`src/apsm_pkg.sv`:
```
`default_nettype none
package apsm_pkg;

   localparam int TIMER_BITS_DEFAULT = 16;
   localparam logic [15:0] ARTIM_RESET = 16'd1000;

   // event codes
   typedef enum logic [4:0] {
      EV_RQ_L = 5'd0, EV_RQ_R = 5'd1, EV_AC_L = 5'd2, EV_AC_R = 5'd3,
      EV_RJ_L = 5'd4, EV_RJ_R = 5'd5, EV_DT_L = 5'd6, EV_DT_R = 5'd7,
      EV_RELRQ_L = 5'd8, EV_RELRQ_R = 5'd9, EV_RELRP_L = 5'd10, EV_RELRP_R = 5'd11,
      EV_AB_L = 5'd12, EV_AB_R = 5'd13, EV_TC_IND = 5'd14, EV_TC_CONF = 5'd15,
      EV_TC_CLOSED = 5'd16, EV_ARTIM = 5'd17, EV_INVALID = 5'd18
   } event_type;

   // func codes
   localparam logic [2:0] FUNC_SEND = 3'd0;
   localparam logic [2:0] FUNC_RECV = 3'd1;
   localparam logic [2:0] FUNC_TC_IND = 3'd2;
   localparam logic [2:0] FUNC_TC_CLOSED = 3'd3;
   localparam logic [2:0] FUNC_TICK = 3'd4;

   // action codes
   localparam logic [4:0] AE1 = 5'd0, AE2 = 5'd1, AE3 = 5'd2, AE4 = 5'd3, AE5 = 5'd4,
      AE6 = 5'd5, AE7 = 5'd6, AE8 = 5'd7, DT1 = 5'd8, DT2 = 5'd9, AR1 = 5'd10,
      AR2 = 5'd11, AR3 = 5'd12, AR4 = 5'd13, AR5 = 5'd14, AR6 = 5'd15, AR7 = 5'd16,
      AR8 = 5'd17, AR9 = 5'd18, AR10 = 5'd19, AA1 = 5'd20, AA2 = 5'd21, AA3 = 5'd22,
      AA4 = 5'd23, AA5 = 5'd24, AA6 = 5'd25, AA7 = 5'd26, AA8 = 5'd27;

   localparam logic [2:0] PDU_ABORT = 3'd7;
   localparam logic [1:0] TCMD_NONE = 2'd0, TCMD_START = 2'd1, TCMD_STOP = 2'd2;
   localparam logic [1:0] XCMD_NONE = 2'd0, XCMD_OPEN = 2'd1, XCMD_CLOSE = 2'd2;
   localparam logic [2:0] ST_NONE = 3'd0, ST_CONN = 3'd1, ST_ASSOC = 3'd2,
      ST_REJ = 3'd3, ST_REL = 3'd4, ST_ABORT = 3'd5, ST_CLOSED = 3'd6;
   localparam logic [2:0] IND_NONE = 3'd0, IND_AC = 3'd1, IND_RQ = 3'd2,
      IND_RJ = 3'd3, IND_DATA = 3'd4;
   localparam logic [7:0] CSR_ARTIM = 8'd0;

   // one transition outcome
   typedef struct packed {
      logic [3:0] new_state;
      logic [4:0] action_code;
      logic [2:0] send_pdu_type;
      logic [7:0] abort_source;
      logic [7:0] abort_reason;
      logic [1:0] timer_cmd;
      logic [1:0] transport_cmd;
      logic [2:0] status;
      logic [2:0] indication;
      logic       no_transition;
   } result_type;

   function automatic logic is_remote(input event_type ev);
      return ev == EV_AC_R || ev == EV_RJ_R || ev == EV_RQ_R || ev == EV_DT_R ||
             ev == EV_RELRQ_R || ev == EV_RELRP_R;
   endfunction

endpackage
`default_nettype wire

```
`src/apsm_step.sv`:
```
`default_nettype none
// one transition: table lookup and action decode
module apsm_step (
   input  wire logic [3:0]              cur_state,
   input  wire apsm_pkg::event_type     ev,
   input  wire logic [2:0]              base_status,
   input  wire logic                    accept,
   input  wire logic [7:0]              item_src,
   input  wire logic [7:0]              item_rsn,
   input  wire logic [7:0]              stored_src,
   input  wire logic [7:0]              stored_rsn,
   output apsm_pkg::result_type         res
);
   import apsm_pkg::*;

   logic       ok;
   logic [4:0] act;
   logic [3:0] nxt;
   logic       rem;

   // transition table
   always_comb begin
      rem = is_remote(ev) || ev == EV_INVALID;
      ok  = 1'b1;
      act = AE1;
      nxt = cur_state;
      case (cur_state)
         4'd1: begin
            if (ev == EV_RQ_L) begin act = AE1; nxt = 4'd4; end
            else if (ev == EV_TC_IND) begin act = AE5; nxt = 4'd2; end
            else ok = 1'b0;
         end
         4'd2: begin
            if (ev == EV_RQ_R) begin act = AE6; nxt = 4'd3; end
            else if (rem) begin act = AA1; nxt = 4'd13; end
            else if (ev == EV_AB_R || ev == EV_ARTIM) begin act = AA2; nxt = 4'd1; end
            else if (ev == EV_TC_CLOSED) begin act = AA5; nxt = 4'd1; end
            else ok = 1'b0;
         end
         4'd4: begin
            if (ev == EV_TC_CONF) begin act = AE2; nxt = 4'd5; end
            else if (ev == EV_AB_L) begin act = AA2; nxt = 4'd1; end
            else if (ev == EV_TC_CLOSED) begin act = AA4; nxt = 4'd1; end
            else ok = 1'b0;
         end
         4'd13: begin
            if (ev == EV_RQ_R || ev == EV_INVALID) begin act = AA7; nxt = 4'd13; end
            else if (rem) begin act = AA6; nxt = 4'd13; end
            else if (ev == EV_AB_R || ev == EV_ARTIM) begin act = AA2; nxt = 4'd1; end
            else if (ev == EV_TC_CLOSED) begin act = AR5; nxt = 4'd1; end
            else ok = 1'b0;
         end
         4'd3, 4'd5, 4'd6, 4'd7, 4'd8, 4'd9, 4'd10, 4'd11, 4'd12: begin
            if (cur_state == 4'd3 && ev == EV_AC_L) begin act = AE7; nxt = 4'd6; end
            else if (cur_state == 4'd3 && ev == EV_RJ_L) begin act = AE8; nxt = 4'd13; end
            else if (cur_state == 4'd5 && ev == EV_AC_R) begin act = AE3; nxt = 4'd6; end
            else if (cur_state == 4'd5 && ev == EV_RJ_R) begin act = AE4; nxt = 4'd1; end
            else if (cur_state == 4'd6 && ev == EV_DT_L) begin act = DT1; nxt = 4'd6; end
            else if (cur_state == 4'd6 && ev == EV_DT_R) begin act = DT2; nxt = 4'd6; end
            else if (cur_state == 4'd6 && ev == EV_RELRQ_L) begin
               act = AR1; nxt = 4'd7;
            end
            else if (cur_state == 4'd6 && ev == EV_RELRQ_R) begin
               act = AR2; nxt = 4'd8;
            end
            else if (cur_state == 4'd7 && ev == EV_DT_R) begin act = AR6; nxt = 4'd7; end
            else if (cur_state == 4'd7 && ev == EV_RELRQ_R) ok = 1'b0;
            else if ((cur_state == 4'd7 || cur_state == 4'd11) && ev == EV_RELRP_R) begin
               act = AR3; nxt = 4'd1;
            end
            else if (cur_state == 4'd8 && ev == EV_DT_L) begin act = AR7; nxt = 4'd8; end
            else if ((cur_state == 4'd8 || cur_state == 4'd12) && ev == EV_RELRP_L) begin
               act = AR4; nxt = 4'd13;
            end
            else if (cur_state == 4'd9 && ev == EV_RELRP_L) begin
               act = AR9; nxt = 4'd11;
            end
            else if (cur_state == 4'd10 && ev == EV_RELRP_R) begin
               act = AR10; nxt = 4'd12;
            end
            else if (rem) begin act = AA8; nxt = 4'd13; end
            else if (ev == EV_AB_L) begin act = AA1; nxt = 4'd13; end
            else if (ev == EV_AB_R) begin act = AA3; nxt = 4'd1; end
            else if (ev == EV_TC_CLOSED) begin act = AA4; nxt = 4'd1; end
            else ok = 1'b0;
         end
         default: ok = 1'b0;
      endcase
      if (!ok) begin
         act = AE1;
         nxt = cur_state;
      end
   end

   // action decode
   always_comb begin
      res = '0;
      res.new_state     = nxt;
      res.action_code   = act;
      res.abort_source  = stored_src;
      res.abort_reason  = stored_rsn;
      res.status        = base_status;
      res.no_transition = !ok;
      if (ok) begin
         case (act)
            AE1: res.transport_cmd = XCMD_OPEN;
            AE2: res.send_pdu_type = 3'd1;
            AE3: begin res.status = ST_ASSOC; res.indication = IND_AC; end
            AE4: begin
               res.status = ST_REJ; res.indication = IND_AC;
               res.transport_cmd = XCMD_CLOSE;
            end
            AE5: begin res.status = ST_CONN; res.timer_cmd = TCMD_START; end
            AE6: begin
               if (accept) begin
                  res.new_state = 4'd3; res.timer_cmd = TCMD_STOP;
                  res.indication = IND_RQ;
               end else begin
                  res.new_state = 4'd13; res.timer_cmd = TCMD_START;
                  res.send_pdu_type = 3'd3; res.indication = IND_RJ;
               end
            end
            AE7: res.send_pdu_type = 3'd2;
            AE8: begin res.send_pdu_type = 3'd3; res.timer_cmd = TCMD_START; end
            DT1: res.send_pdu_type = 3'd4;
            DT2: res.indication = IND_DATA;
            AR1: res.send_pdu_type = 3'd5;
            AR2: res.status = ST_REL;
            AR3: begin res.status = ST_REL; res.transport_cmd = XCMD_CLOSE; end
            AR4: begin res.send_pdu_type = 3'd6; res.timer_cmd = TCMD_START; end
            AR5: res.timer_cmd = TCMD_STOP;
            AR6: res.indication = IND_DATA;
            AR7: res.send_pdu_type = 3'd4;
            AR9: res.send_pdu_type = 3'd6;
            AR10: res.status = ST_REL;
            AA1: begin
               res.send_pdu_type = PDU_ABORT;
               res.timer_cmd = TCMD_START;
               if (ev == EV_AB_L) begin
                  res.abort_source = item_src; res.abort_reason = item_rsn;
               end else begin
                  res.abort_source = 8'd1; res.abort_reason = 8'd2;
               end
            end
            AA2: begin res.timer_cmd = TCMD_STOP; res.transport_cmd = XCMD_CLOSE; end
            AA3: begin res.status = ST_ABORT; res.transport_cmd = XCMD_CLOSE; end
            AA4: res.status = ST_ABORT;
            AA5: res.timer_cmd = TCMD_STOP;
            AA7: begin
               res.send_pdu_type = PDU_ABORT;
               res.abort_source = 8'd2; res.abort_reason = 8'd2;
            end
            AA8: begin
               res.send_pdu_type = PDU_ABORT;
               res.abort_source = 8'd2; res.abort_reason = 8'd2;
               res.status = ST_ABORT; res.timer_cmd = TCMD_START;
            end
            default: ;
         endcase
      end
   end

endmodule
`default_nettype wire

```
`src/association_protocol_state_machine.sv`:
```
`default_nettype none
// channel   direction  handshake             payload
// req_      in         req_valid/req_stall   func, pdu_type, accept_request, abort fields
// rsp_      out        rsp_valid/rsp_stall   state, action, commands, status, last
// csr_      in         APB write/read        artim_ticks at address 0
// A chained item holds req_stall high while its second result follows from the chain
// register, and until the output queue has room for that second result.
// Results leave through a two-entry output queue, so input is taken while one result waits; a full queue stalls input.
// Reset is synchronous: state 1, timer stopped, stored abort cleared, ARTIM 1000.
module association_protocol_state_machine #(
   parameter int TIMER_BITS = apsm_pkg::TIMER_BITS_DEFAULT
) (
   input  wire logic        clock,
   input  wire logic        reset,
   input  wire logic        req_valid,
   output logic             req_stall,
   input  wire logic [2:0]  req_func,
   input  wire logic [7:0]  req_pdu_type,
   input  wire logic        req_accept_request,
   input  wire logic [7:0]  req_abort_source,
   input  wire logic [7:0]  req_abort_reason,
   output logic             rsp_valid,
   input  wire logic        rsp_stall,
   output logic [3:0]       rsp_new_state,
   output logic [4:0]       rsp_action_code,
   output logic [2:0]       rsp_send_pdu_type,
   output logic [7:0]       rsp_reported_abort_source,
   output logic [7:0]       rsp_reported_abort_reason,
   output logic [1:0]       rsp_timer_cmd,
   output logic [1:0]       rsp_transport_cmd,
   output logic [2:0]       rsp_status,
   output logic [2:0]       rsp_indication,
   output logic             rsp_no_transition,
   output logic             rsp_last,
   input  wire logic        csr_psel,
   input  wire logic        csr_penable,
   input  wire logic        csr_pwrite,
   input  wire logic [1:0]  csr_paddr,
   input  wire logic [31:0] csr_pwdata,
   output logic [31:0]      csr_prdata,
   output logic             csr_pready
);
   import apsm_pkg::*;

   typedef struct packed {
      result_type r;
      logic       last;
   } entry_type;

   // architectural state
   logic [3:0]            state_ff, state_in;
   logic [TIMER_BITS-1:0] count_ff, count_in;
   logic                  run_ff, run_in;
   logic [7:0]            ssrc_ff, ssrc_in, srsn_ff, srsn_in;
   logic [15:0]           artim_ff;

   // chain register: second transition pending
   logic                  chain_ff, chain_in;
   event_type             cev_ff, cev_in;

   // output queue
   entry_type             q_ff [2];
   logic [1:0]            qcnt_ff, qcnt_in;

   // config port
   assign csr_pready = 1'b1;
   assign csr_prdata = (csr_paddr == 2'd0) ? {16'd0, artim_ff} : 32'd0;
   always_ff @(posedge clock) begin
      if (reset) artim_ff <= ARTIM_RESET;
      else if (csr_psel && csr_penable && csr_pwrite && csr_paddr == 2'd0)
         artim_ff <= csr_pwdata[15:0];
   end

   // input decode
   event_type ev;
   logic      has_ev, is_tick;
   logic [2:0] base;
   logic [TIMER_BITS:0] next_cnt;
   logic      expire;
   always_comb begin
      ev = EV_INVALID;
      has_ev = 1'b1;
      base = ST_NONE;
      is_tick = 1'b0;
      next_cnt = {1'b0, count_ff} + 1'b1;
      expire = (next_cnt >= {{(TIMER_BITS+1){1'b0}}, artim_ff}
                || next_cnt[TIMER_BITS]);
      case (req_func)
         FUNC_SEND, FUNC_RECV: begin
            if (req_pdu_type >= 8'd1 && req_pdu_type <= 8'd7)
               ev = event_type'({(req_pdu_type[3:0] - 4'd1), req_func[0]});
         end
         FUNC_TC_IND: ev = EV_TC_IND;
         FUNC_TC_CLOSED: begin ev = EV_TC_CLOSED; base = ST_CLOSED; end
         FUNC_TICK: begin
            ev = EV_ARTIM; is_tick = 1'b1;
            has_ev = run_ff && expire;
         end
         default: has_ev = 1'b0;
      endcase
   end

   // stored abort seen by this transaction
   logic [7:0] src_now, rsn_now;
   logic       store_ab;
   assign store_ab = (req_func == FUNC_SEND || req_func == FUNC_RECV)
                     && req_pdu_type == 8'd7;
   assign src_now = store_ab ? req_abort_source : ssrc_ff;
   assign rsn_now = store_ab ? req_abort_reason : srsn_ff;

   // shared transition unit: chain step or new item
   event_type  u_ev;
   logic [2:0] u_base;
   result_type u_res;
   assign u_ev   = chain_ff ? cev_ff : ev;
   assign u_base = chain_ff ? ST_NONE : base;

   apsm_step u_step (
      .cur_state  (state_ff),
      .ev         (u_ev),
      .base_status(u_base),
      .accept     (req_accept_request),
      .item_src   (req_abort_source),
      .item_rsn   (req_abort_reason),
      .stored_src (chain_ff ? ssrc_ff : src_now),
      .stored_rsn (chain_ff ? srsn_ff : rsn_now),
      .res        (u_res)
   );

   logic room, take, emit, want_chain, pop;
   assign pop       = rsp_valid && !rsp_stall;
   // queue slot must be free even if nothing pops
   assign room      = (qcnt_ff == 2'd0) || (qcnt_ff == 2'd1);
   assign req_stall = chain_ff || !room;
   assign take      = req_valid && !req_stall;
   assign want_chain = !u_res.no_transition &&
                       (u_ev == EV_RQ_L || u_res.action_code == AR2);
   assign emit      = chain_ff ? room : (take && has_ev);

   // state update
   always_comb begin
      state_in = state_ff;
      count_in = count_ff;
      run_in   = run_ff;
      ssrc_in  = ssrc_ff;
      srsn_in  = srsn_ff;
      chain_in = chain_ff;
      cev_in   = cev_ff;
      if (take && store_ab) begin
         ssrc_in = req_abort_source;
         srsn_in = req_abort_reason;
      end
      if (take && is_tick && run_ff && !expire) count_in = next_cnt[TIMER_BITS-1:0];
      if (take && is_tick && run_ff && expire) begin
         run_in = 1'b0; count_in = '0;
      end
      if (emit) begin
         state_in = u_res.new_state;
         if (u_res.timer_cmd == TCMD_START) begin run_in = 1'b1; count_in = '0; end
         if (u_res.timer_cmd == TCMD_STOP) begin run_in = 1'b0; count_in = '0; end
         if (chain_ff) chain_in = 1'b0;
         else if (want_chain) begin
            chain_in = 1'b1;
            cev_in = (u_ev == EV_RQ_L) ? EV_TC_CONF : EV_RELRP_L;
         end
      end
   end

   // AE-6 stops the timer even when it restarts it; start covers that
   always_ff @(posedge clock) begin
      if (reset) begin
         state_ff <= 4'd1;
         count_ff <= '0;
         run_ff   <= 1'b0;
         ssrc_ff  <= 8'd0;
         srsn_ff  <= 8'd0;
         chain_ff <= 1'b0;
         cev_ff   <= EV_TC_CONF;
      end else begin
         state_ff <= state_in;
         count_ff <= count_in;
         run_ff   <= run_in;
         ssrc_ff  <= ssrc_in;
         srsn_ff  <= srsn_in;
         chain_ff <= chain_in;
         cev_ff   <= cev_in;
      end
   end

   // output queue, two entries
   entry_type ent;
   assign ent.r = u_res;
   assign ent.last = chain_ff || !want_chain;
   always_comb begin
      qcnt_in = qcnt_ff - {1'b0, pop} + {1'b0, emit};
   end
   always_ff @(posedge clock) begin
      if (reset) qcnt_ff <= 2'd0;
      else qcnt_ff <= qcnt_in;
   end
   always_ff @(posedge clock) begin
      if (pop) q_ff[0] <= (emit && !qcnt_ff[1]) ? ent : q_ff[1];
      if (emit && pop && qcnt_ff[1]) q_ff[1] <= ent;
      if (emit && !pop) q_ff[qcnt_ff[0]] <= ent;
   end

   assign rsp_valid                 = qcnt_ff != 2'd0;
   assign rsp_new_state             = q_ff[0].r.new_state;
   assign rsp_action_code           = q_ff[0].r.action_code;
   assign rsp_send_pdu_type         = q_ff[0].r.send_pdu_type;
   assign rsp_reported_abort_source = q_ff[0].r.abort_source;
   assign rsp_reported_abort_reason = q_ff[0].r.abort_reason;
   assign rsp_timer_cmd             = q_ff[0].r.timer_cmd;
   assign rsp_transport_cmd         = q_ff[0].r.transport_cmd;
   assign rsp_status                = q_ff[0].r.status;
   assign rsp_indication            = q_ff[0].r.indication;
   assign rsp_no_transition         = q_ff[0].r.no_transition;
   assign rsp_last                  = q_ff[0].last;

   // checks
   a_qcnt: assert property (@(posedge clock) disable iff (reset) qcnt_ff != 2'd3)
      else $error("queue overflow");
   a_state: assert property (@(posedge clock) disable iff (reset)
      state_ff >= 4'd1 && state_ff <= 4'd13) else $error("bad state");
   a_chain: assert property (@(posedge clock) disable iff (reset)
      chain_ff |-> req_stall) else $error("input taken during chain");
   a_run: assert property (@(posedge clock) disable iff (reset)
      !run_ff |-> count_ff == '0) else $error("stopped timer counts");

endmodule
`default_nettype wire

```
`config.mk`:
```
export PLATFORM = sky130hd
export DESIGN_NAME = association_protocol_state_machine
export DESIGN_NICKNAME = d
export VERILOG_FILES = /design/src/apsm_pkg.sv /design/src/apsm_step.sv /design/src/association_protocol_state_machine.sv
export SDC_FILE = /design/constraint.sdc
export NUM_CORES = 1
export LEC_CHECK = 0
export ABC_CLOCK_PERIOD_IN_PS = 5520
export BUFFER_PORTS_ARGS = -buffer_cell sky130_fd_sc_hd__buf_2
export CAP_MARGIN = 20
export CELL_PAD_IN_SITES_DETAIL_PLACEMENT = 0
export CELL_PAD_IN_SITES_GLOBAL_PLACEMENT = 1
export CORE_MARGIN = 3
export CORE_UTILIZATION = 30
export DETAILED_ROUTE_END_ITERATION = 10
export HOLD_SLACK_MARGIN = 0.02
export PLACE_DENSITY_LB_ADDON = 0.1
export SYNTH_ARGS = -nofsm -noshare
export SYNTH_HDL_FRONTEND = slang
export SYNTH_SLANG_ARGS = --single-unit
```
`constraint.sdc`:
```
create_clock -name clock -period 5.52 [get_ports clock]
set_input_delay 0.276 -clock clock [delete_from_list [all_inputs] [get_ports clock]]
set_output_delay 0.276 -clock clock [all_outputs]
set_load 0.01 [all_outputs]
```
==> summary by stage <==
Setup path
The setup check on the worst reg-to-reg path leaves a slack of 0.50 ns. The required time at the endpoint of the critical path is 5.55 ns. The top cell family by delay on the critical path is simple AND/OR/NAND/NOR gates. STA classifies the critical path endpoint as a flip-flop. The number of cells on the worst reg-to-reg path is 16.

The start of the worst register-to-register path is count_ff[0]$_SDFF_PP0_. The worst setup path is of the flip-flop to flip-flop kind. The launching element type of the critical path is a flip-flop. The slowest cell on the critical path is a22o_2.

For this run, the slowest stage of the critical path takes 0.84 ns. The worst register-to-register path ends at q_ff[1][34]$_DFFE_PP_. Traced cell by cell, the critical path runs through ha_1 > nand3_1 > nor2_1 > and3_1 > and3_1 > nand3_1 > xnor2_1 > ha_1 > and3_1 > nand3_1 > or4_1 > o311ai_0 > a21oi_1 > o31ai_2 > ha_1 > a22o_2.

Counting both buffers and inverters, the worst setup path holds a total of 0. The data arrival time of the critical path is 5.05 ns. The highest fanout seen on the critical path is 40.

Drt
The number of design-rule violations left by the first detailed-router iteration is 382. The number of detailed-routing iterations run before antenna repair is 5. The remaining antenna violation count after routing is 0. The detailed-route wire length is 26.8 mm. The residual DRC count is 0. The routed layout has 7431 vias. In the routed layout, each cell is associated on average with a via count of 5.11.

Dividing the detail-routed wire length by the instance count gives 18.4 um.

Min path
The destination of the worst hold path is artim_ff[8]$_SDFFE_PP1P_. In this run the most critical hold path is launched from csr_pwdata[8]. Along the worst hold path, the cell count comes to 2. The worst hold path belongs to the class input pin to flip-flop.

Die
The floorplan step defined a die boundary enclosing 0.0299 mm^2. In this run the count of I/O pins placed on the die edge is 144. The effective utilization at floorplan is 30.7%. Row generation in the floorplan step produced 60 rows. The x dimension of the die is 173 um. The placeable core region is 0.0272 mm^2. The vertical die dimension is 173 um.

Placed design
The wire-length estimate of the detail-placed layout is 20.1 mm. The minimum setup slack after placement is 0.428 ns. Input and output buffers added on the ports amount to 110. The congestion estimate from routability-driven global placement came to 0.905. The number of placed instances, taps included, is 1423.

Synthesis
The mapped netlist covers 0.00835 mm^2. The synthesized netlist cell count is 960. The number of enable flip-flop cells after synthesis is 80. By area the synthesized netlist is led by edfxtp_1, dfxtp_1, nand2_1. The portion of the post-synthesis area used by sequential elements is 42.4%. Among all flip-flop cells after synthesis, the most frequent one is edfxtp_1.

The number of synthesized register bits is 137. In this run the mean area of a mapped cell was 8.70 um^2. The number of distinct library cells after synthesis is 87. After synthesis, the share of flip-flops with an asynchronous set or reset is 0%. The count of synthesis-stage warnings from yosys is 0. The cell type with the highest aggregate area in the netlist is edfxtp_1. Of the post-synthesis cell area, the dominant cell type holds 28.8%.

Final layout
The area overhead of the layout relative to synthesis is 19.8%. In the layout the commonest cells are nand2_1, buf_2, nor2_1. The number of antenna diodes in the final layout is 0. The number of fillers in the final layout is 2869. Cells with a size suffix above 1 make up 20.1% of the layout.

The number of nets in the layout is 1163. The finished layout holds 1455 standard cells, fillers aside. The library cell used most frequently in the layout, excluding fill and tap cells, is nand2_1.

Timing
The slew of the pin with the lowest slew margin is 1.06 ns. Across all setup checks in the final design, the least slack found is 0.499 ns. The clock period could shrink to 5.02 ns. The worst path uses 91.0% of the clock period. Setup violations remaining at the end of the flow were counted as 0. The normalized max-slew margin is 29.7%.

The final-report max-slew violation count came to 0. The final sum of negative setup slack is 0 ns. Based on the critical path, the design can be clocked at up to 199 MHz. The final-report hold violation count is 0.

The worst setup skew after layout is 0.0170 ns. Setup repair after global routing left no endpoint under its margin.

Power
Across the VDD grid, the largest voltage drop is 0.000161 V. Cell internal power was estimated by the tool at 0.00223 W. Dividing total power by cell area gives a power density of 316 mW/mm^2. Of the total power, the share spent switching nets is 29.5%. The combinational cell fraction of total power is 18.7%. The switching power is 0.000933 W. Sequential cells burn 41.5% of the power. The power share of the clock group is 39.7%.

The leakage power is 3.97 nW.

Status
The flow ran to the end, and the final reports show no timing, DRC or antenna violations.

CTS
The post-CTS repair timing setup buffer count is 0. The count of H-tree levels built during CTS is 4. CTS placed an instance of clkbuf_16 at the clock tree root. The clock-pin transition on the worst setup and hold timing paths is 0.07 ns. After clock tree synthesis, the repair step resized 0 gates. The CTS tree is done. Buffers inserted to repair hold after CTS numbered 0.

The clock net sink count is 137. In this run, CTS created clock tree buffers numbering 17. The buffer depth of the longest clock path is 2.

The later pin in the worst-skew pair is clocked with a latency of 0.42 ns.

Global route
The number of global-route vias before repair came to 7114. Global routing finished with a remaining overflow of 0. The number of antenna violations at the first check in global routing is 0. For this run, the total global-route usage over all layers was measured as 17.5%. Entering global routing, the biggest net connects 58 pins. The global-route wire length before repair is 41.7 mm.

Flow run
The tool flagged a number of max-cap violations equal to 0.
[cells in the mapped netlist (19+ instances only)]
master,n
buf_4,19
inv_1,32
nand4_1,19
o21ai_0,31
dfxtp_1,57
nor2_1,99
nand3_1,29
nor3_1,42
a31oi_1,24
clkbuf_1,35
edfxtp_1,80
ha_1,24
nand2_1,138
xnor2_1,21
a21oi_1,55
[final cells by class]
type	instances	area (um^2)	share of cell area [%]
Clock buffer	17	425	4.25
Clock inverter	15	216	2.16
Inverter	34	128	1.28
Multi-Input combinational cell	739	4420	44.2
Sequential cell	137	3540	35.4
Tap cell	372	465	4.65
Timing Repair Buffer	141	808	8.08
[worst reg2reg max path, delay by kind of cell, from the launching register on]
kind,cells,cell delay [ns]
XOR/XNOR,1,0.16
adder cells (fa/ha/maj),3,0.77
flip-flops,1,0.42
AO/OA/AOI/OAI,4,1.43
AND/OR/NAND/NOR,8,1.82
[power by group through the flow]
stage	logic [W]	clock network (W)	registers (W)
after detailed placement	0.000603	0	0.00134
final	0.000592	0.00126	0.00131
after CTS	0.000604	0.00129	0.00131
after global placement	0.000603	0	0.00134
after global routing	0.000652	0.00133	0.00133
after floorplan	0.000284	0	0.00140
[kinds of logic after synthesis]
group,Yosys count,share of synthesized area (%)
AND/OR/NAND/NOR,433,25.5
multiplexers,16,2.07
XOR/XNOR,34,3.57
buffers and inverters,99,5.45
AO/OA/AOI/OAI,215,17.3
flip-flops,137,42.4
other,2,0.0899
adder cells (fa/ha/maj),24,3.60
[layer usage]
metal	up-vias	track usage, %	part of all wire (%)	wire (um)
met4	0	4.05	1.2	314
met5	-	0	0	0
met1	3548	26.0	51	13600
li1	3676	-	-	-
met3	21	2.92	4.3	1150
met2	186	26.6	44	11800
[through the flow]
stage | utilization (%) | total power [W] | hold slack [ns] | instance area (um^2)
2_1_floorplan | - | 0.00168 | 0.394 | 8410
3_3_place_gp | 34.5 | 0.00194 | 0.440 | 9360
3_5_place_dp | 34.5 | 0.00194 | 0.444 | 9360
4_1_cts | 36.8 | 0.00320 | 0.0331 | 10000
5_1_grt | 36.8 | 0.00331 | 0.0410 | 10000
6_report | 36.8 | 0.00316 | 0.0502 | 10000
[worst max-delay path by stage]
stage,start,endpoint,slack [ns],depth (start not counted)
2_1_floorplan,count_ff[0]$_SDFF_PP0_,q_ff[1][0]$_DFFE_PP_,0.53,16
3_3_place_gp,count_ff[0]$_SDFF_PP0_,q_ff[1][5]$_DFFE_PP_,0.51,16
3_5_place_dp,count_ff[0]$_SDFF_PP0_,q_ff[1][28]$_DFFE_PP_,0.43,16
4_1_cts,count_ff[0]$_SDFF_PP0_,q_ff[1][39]$_DFFE_PP_,0.40,16
5_1_grt,count_ff[2]$_SDFF_PP0_,q_ff[1][34]$_DFFE_PP_,0.07,16
6_report,count_ff[0]$_SDFF_PP0_,q_ff[1][34]$_DFFE_PP_,0.50,16
[state kept, by name, indices dropped and copies added (netlist names), 2 cells and up]
name,flops
q_ff,80
artim_ff,16
count_ff,16
srsn_ff,8
ssrc_ff,8
state_ff,4
qcnt_ff,2
(Power assumes the default switching activity.)
